File: src/hw/rtl/ipvrs_pkg.sv
`timescale 1ns / 1ps
package ipvrs_pkg;

	localparam int WAYS        = 16;
	localparam int POS_W       = 4;
	localparam int WAY_W       = 4;
	localparam int MODE_W      = 2;
	localparam int SET_IN_W    = 6;
	localparam int CFG_IDX_W   = 2;
	localparam int CFG_DATA_W  = 32;
	localparam int DEF_SETS    = 64;
	localparam int QUEUE_DEPTH = 2;

	localparam logic [POS_W-1:0]      LAST_POS          = 4'd15;
	localparam logic [CFG_DATA_W-1:0] RESET_PROMOTE_LOW  = 32'd553844992;
	localparam logic [CFG_DATA_W-1:0] RESET_PROMOTE_HIGH = 32'd2969572609;
	localparam logic [POS_W-1:0]      RESET_INSERT       = 4'd13;

	typedef logic [WAYS-1:0][POS_W-1:0] word_t;
	typedef logic [WAYS-1:0]            valid_t;

	typedef enum logic [MODE_W-1:0] {
		MODE_HIT,
		MODE_FILL,
		MODE_INVAL,
		MODE_QUERY
	} mode_t;

	typedef enum logic [CFG_IDX_W-1:0] {
		CFG_PROMOTE_LOW,
		CFG_PROMOTE_HIGH,
		CFG_INSERT_POS,
		CFG_UNUSED
	} cfg_idx_t;

	typedef enum logic [1:0] {
		B_CLEAR,
		B_IDLE,
		B_EXEC
	} back_state_t;

	typedef struct packed {
		logic [CFG_DATA_W-1:0] promote_high;
		logic [CFG_DATA_W-1:0] promote_low;
		logic [POS_W-1:0]      insert_pos;
	} cfg_t;

	// set address width for a given set count
	function automatic int set_bits(int sets);
		return (sets > 1) ? $clog2(sets) : 1;
	endfunction

	function automatic word_t identity_word();
		word_t w;
		for (int i = 0; i < WAYS; i++) begin
			w[i] = POS_W'(i);
		end
		return w;
	endfunction

endpackage

File: src/hw/rtl/ipvrs_queue.sv
`timescale 1ns / 1ps
module ipvrs_queue
	import ipvrs_pkg::*;
#(
	parameter int W     = 12,
	parameter int DEPTH = QUEUE_DEPTH
) (
	input  logic         clk,
	input  logic         arst_n,
	input  logic         push,
	input  logic [W-1:0] push_data,
	input  logic         pop,
	output logic [W-1:0] head,
	output logic         empty,
	output logic         full
);

	localparam int PTR_W = (DEPTH > 1) ? $clog2(DEPTH) : 1;

	logic [W-1:0]     entry_q [DEPTH];
	logic [PTR_W-1:0] wr_ptr_q;
	logic [PTR_W-1:0] rd_ptr_q;
	logic [PTR_W:0]   count_q;

	assign empty = (count_q == '0);
	assign full  = (count_q == (PTR_W+1)'(DEPTH));
	assign head  = entry_q[rd_ptr_q];

	always_ff @(posedge clk) begin
		if (push) begin
			entry_q[wr_ptr_q] <= push_data;
		end
	end

	always_ff @(posedge clk or negedge arst_n) begin
		if (!arst_n) begin
			wr_ptr_q <= '0;
			rd_ptr_q <= '0;
			count_q  <= '0;
		end else begin
			if (push) begin
				wr_ptr_q <= (wr_ptr_q == PTR_W'(DEPTH - 1)) ? '0 : wr_ptr_q + 1'b1;
			end
			if (pop) begin
				rd_ptr_q <= (rd_ptr_q == PTR_W'(DEPTH - 1)) ? '0 : rd_ptr_q + 1'b1;
			end
			unique case ({push, pop})
				2'b10:   count_q <= count_q + 1'b1;
				2'b01:   count_q <= count_q - 1'b1;
				default: count_q <= count_q;
			endcase
		end
	end

`ifndef SYNTHESIS
	a_no_overflow: assert property (@(posedge clk) disable iff (!arst_n)
		push |-> (!full || pop))
		else $error("queue push while full");
	a_no_underflow: assert property (@(posedge clk) disable iff (!arst_n)
		pop |-> !empty)
		else $error("queue pop while empty");
	a_count_step: assert property (@(posedge clk) disable iff (!arst_n)
		(push && !pop) |=> (count_q == $past(count_q) + 1'b1))
		else $error("queue count did not advance on push");
`endif

endmodule

File: config.mk
export PLATFORM = sky130hd
export DESIGN_NAME = ipvrs_queue
export DESIGN_NICKNAME = d
export VERILOG_FILES = /design/src/hw/rtl/ipvrs_pkg.sv /design/src/hw/rtl/ipvrs_queue.sv
export SDC_FILE = /design/constraint.sdc
export NUM_CORES = 1
export LEC_CHECK = 0
export BUFFER_PORTS_ARGS = -buffer_cell sky130_fd_sc_hd__buf_2
export CAP_MARGIN = 20
export CORE_MARGIN = 3
export CORE_UTILIZATION = 52
export DETAILED_ROUTE_END_ITERATION = 8
export HOLD_SLACK_MARGIN = 0.05
export PLACE_DENSITY_LB_ADDON = 0.1
export SLEW_MARGIN = 0
export SYNTH_ARGS = -nofsm -noshare
export SYNTH_HDL_FRONTEND = slang
export SYNTH_SLANG_ARGS = --single-unit
export TNS_END_PERCENT = 30
File: constraint.sdc
create_clock -name clk -period 3.2 [get_ports clk]
set_input_delay 0.64 -clock clk [delete_from_list [all_inputs] [get_ports clk]]
set_output_delay 0.64 -clock clk [all_outputs]
set_load 0.01 [all_outputs]
==> Yosys cells after proc, flatten, opt, wreduce, memory -nomap -nowiden <==
Memories as Yosys holds them, arrays and structs flattened.
Cells that the tools add are included.
{ "word_totals": {"n_memories": 1, "latchBits": 0, "mem_bits_rw": 24, "register_bits": 4, "mem_bits_ro": 0, "inputBits": 16, "word_cells": 18} }
{ "op_classes": {"div_mod_pow": 0, "n_addsub": 4, "shift": 0, "eq_ne": 3, "reduce_logical": 2, "n_mux": 5, "magnitude_cmp": 0, "mul": 0, "n_bitwise": 0} }
{ "mem_list": {"columns": ["memory", "depth", "word_bits", "rd", "rd_clocked_by_memory_dff", "write_ports", "line", "rtl"], "rows": [
  ["entry_q", 2, 12, 1, 0, 1, "ipvrs_queue.sv:20", "logic [W-1:0] entry_q [DEPTH];"]
]} }
{ "ops": {"columns": ["cell", "count"], "rows": [
  ["equality test 2 bit (second input constant)", 2],
  ["2-to-1 mux 1 bit", 4],
  ["case mux 2 bit (2 select lines)", 1],
  ["adder 1 bit (second input constant)", 2],
  ["adder 2 x 1 -> 2 bit (second input constant)", 1],
  ["equality test 2 x 1 -> 1 bit (second input constant)", 1],
  ["logical NOT 2 bit", 1],
  ["nonzero test 2 bit", 1],
  ["subtractor 2 x 1 -> 2 bit (second input constant)", 1]
]} }

==> Logic depth before layout (Yosys ltp) <==
{ "depth": {"ltp_word": 2, "depth_mapped": 5, "mapped_depth_nobuf": 5} }

==> Least setup slack after synthesis <==
OpenSTA, ideal clock, no wires.
{ "synth_timing": {"path_type": "input-to-reg", "from": "in push", "to": "mem entry_q[0][0], enable pin", "n_path_buf": 0, "path_stages": 2, "t_arrival_ns": 1.209, "path_slack_ns": 1.611, "path_cell_list": "inv_1 nor2_1"} }
{ "synth_via": {"elab_chain_cells": 2} }
{ "synth_lines": {"columns": ["element", "line", "rtl"], "rows": [
  ["start: declaration", "ipvrs_queue.sv:10", "input logic push,"],
  ["2-to-1 mux 1 bit", "ipvrs_queue.sv:30", "if (push) begin"],
  ["2-to-1 mux 1 bit (not written as such)", "ipvrs_queue.sv:31", "entry_q[wr_ptr_q] <= push_data;"],
  ["end: declaration", "ipvrs_queue.sv:20", null]
]} }
Every way passes these cells.

==> Worst setup path after layout <==
{ "layout_timing": {"from": "reg rd_ptr_q", "to": "out head[6]"} }
{ "layout_via": {"elab_chain_cells": 1} }
{ "layout_lines": {"columns": ["element", "line", "rtl"], "rows": [
  ["start: declaration", "ipvrs_queue.sv:22", "logic [PTR_W-1:0] rd_ptr_q;"],
  ["start signal: assignment", "ipvrs_queue.sv:45", "rd_ptr_q <= (rd_ptr_q == PTR_W'(DEPTH - 1)) ? '0 : rd_ptr_q + 1'b1;"],
  ["memory read (2 x 12 bit)", null, null],
  ["end: declaration", "ipvrs_queue.sv:13", "output logic [W-1:0] head,"]
]} }
Every way passes these cells.

==> metrics.txt <==
slowest stage delay, CP 0.73 ns; gp weighted congestion 0.7097; Req. time, crit path 2.56 ns; Setup TNS 0 ns; RSZ-0062 raised after global routing no; initial DRC count 7; fraction of registers with async set/reset 14.29%; WL final 1.491 mm; routed vias/inst 4.782; CTS Buffer Depth 2; top cell type's share of synthesized area 68.41%; root buffer cell clkbuf_4; Clk Latency, worst-skew pair 0.31 ns; total grt overflow 0; Post-Synth Simple-Gate Area 2.494%; cts hold-fix bufs 0; Synth Area in Compound Gates 0%; nets 103; clock skew 0.003258 ns; max-cap viol count 0; register bit total from synthesis 28; Slew Viols, Final 0; count of warnings emitted by yosys 0; die area 2602 µm²; min cycle time layout 2.221 ns; critical setup path kind register to primary output; initial antenna violation count 0; Synth Cell Area 1054 µm²; CTS tree yes; Synth Area in Adders 1.188%; DR vias 526; DR DRC count 0; post-synthesis mux area share 12.83%; Worst-path clk slew 0.13 ns; synthesis-to-finish area growth 18.17%; CTS resizes 0; Clock Sinks 28; crit path max-delay cell type dfrtp_1; post-route antenna net violation count 0; CP Max Fanout 13; post-route insts no fill 110; Cell Pwr Density 786.2 nW/µm²; Mapped Nets 70; Die Span Y 51.01 µm; Tot Pwr 978.8 µW; syn_area_per_cell 19.88 µm²; first-pass GRT wire length 2.401 mm; DP HPWL 1.068 mm; IR drop worst, VDD 470.8 µV; number of flops mapped to enable cells by yosys 24; Slew HR 36.87%; worst flop-to-flop path endpoint entry_q[0][0]; Cells after DPL 106; register area share after synthesis 77.91%; Avg WL per Cell 13.55 µm; sum of buffers and inverters on the critical path 1; IO Pins 30; CP delay by family, top flip-flops; arrival time worst endpoint 1.58 ns; core area 1821 µm²; total CTS buffers 3; final setup fails 0; dpl ws 1.274 ns; Reg-to-Reg Start wr_ptr_q; Synth area leader edfxtp_1; Post-synth top flop edfxtp_1; fin crit share 69.41%; Max H-tree Level 1; fmax 0.4502 GHz; synth cell count leaders 24 x edfxtp_1, 12 x mux2_2, 4 x dfrtp_1; Pre-antenna DRT Iters 4; hold crit path type input pin to async pin; status finished, final reports clean; cells along the critical path mux2_2 > buf_2; Final Hold Violating Endpoints 0; cells after synthesis 53; Synth Area in XOR/XNOR 4.157%; Core Rows 15; Crit. End Element primary output; vias in the first global route 557; Unique masters post-synth 11; largest net degree at the start of global routing 16; flop2flop setup slack 1.67 ns; post-CTS setup buffers 0; Port Buffers 29; fin worst setup slack 0.9787 ns; share of layout cells above drive strength 1 52.94%; CP startpoint kind register; Synth area leaders edfxtp_1 68%, mux2_2 13%, dfrtp_1 9.5%, xor2_1 2.5%, xnor2_1 1.7%; Starting Density 57.87%; largest family of logic cells by synthesized area multiplexers; GRT Util Overall 12.70%; worst r2r path cells 1; leakage 0.4941 nW; count leader, synth edfxtp_1; actual slew at the worst max-slew pin 0.9435 ns; Die W 51.01 µm; # diodes 0
## cells by family (layout without fill, tap and decap cells)
kind of cell | Yosys count | count (layout)
buffers and inverters | 2 | 34
and+or+nand+nor | 5 | 5
adders and majority gates | 1 | 1
xor gates and xnor gates | 5 | 5
DFF | 28 | 28
muxes | 12 | 12
## per-layer routing
metal	part of all wire, %	GRT usage [%]	up-vias
li1	-	-	262
met1	41	14.37	242
met2	50	21.89	22
met3	9.2	4.956	0
met4	0	4.036	0
met5	0	0	-
## cell type report
type                    instances  area [µm²]
inverters                       1       3.754
clock buffers                   3       22.52
multi-input cells              23       217.7
clock inverters                 1       3.754
fillers                       142       575.6
well taps                      25       31.28
repair buffers                 29       145.1
flip-flops and latches         28       820.8
## through the flow
stage               util, %  hold WS, ns  instance area [µm²]
floorplan                 -       0.3444                 1054
global placement      66.94       0.4506                 1219
detailed placement    66.94       0.4524                 1219
CTS                   68.38      0.09367                 1245
global route          68.38      0.08486                 1245
finish                68.38       0.1067                 1245
## power breakdown
part / leakage [nW] / internal (mW) / switching [mW] / total, mW
Clock: 0.0154 / 0.0456 / 0.0925 / 0.138
Combinational: 0.207 / 0.154 / 0.131 / 0.284
Sequential: 0.272 / 0.492 / 0.0644 / 0.556
Total: 0.494 / 0.691 / 0.288 / 0.979
## worst max-delay path by stage
stage | from | end | depth (start not counted)
global placement | push | entry_q[0][4] | 3
CTS | rd_ptr_q | head[6] | 2
floorplan | push | entry_q[0][0] | 2
finish | rd_ptr_q | head[6] | 2
detailed placement | push | entry_q[0][8] | 3
global route | rd_ptr_q | head[7] | 2
## placed cells by master, fill, tap and decap left out, drive strengths merged
| master | netlist | final |
|---|---|---|
| and2 | 1 | 1 |
| clkinv | 0 | 1 |
| xor2 | 3 | 3 |
| mux2 | 12 | 12 |
| clkbuf | 0 | 3 |
| edfxtp | 24 | 24 |
| xnor2 | 2 | 2 |
| and2b | 1 | 1 |
| buf | 1 | 29 |
| inv | 1 | 1 |
| nor2 | 3 | 3 |
| dfrtp | 4 | 4 |
| ha | 1 | 1 |
## state kept, by name (all words and copies together) (netlist names)
register,cells
entry_q,24
rd_ptr_q,1
wr_ptr_q,1
count_q,2
(Power assumes the default switching activity.)
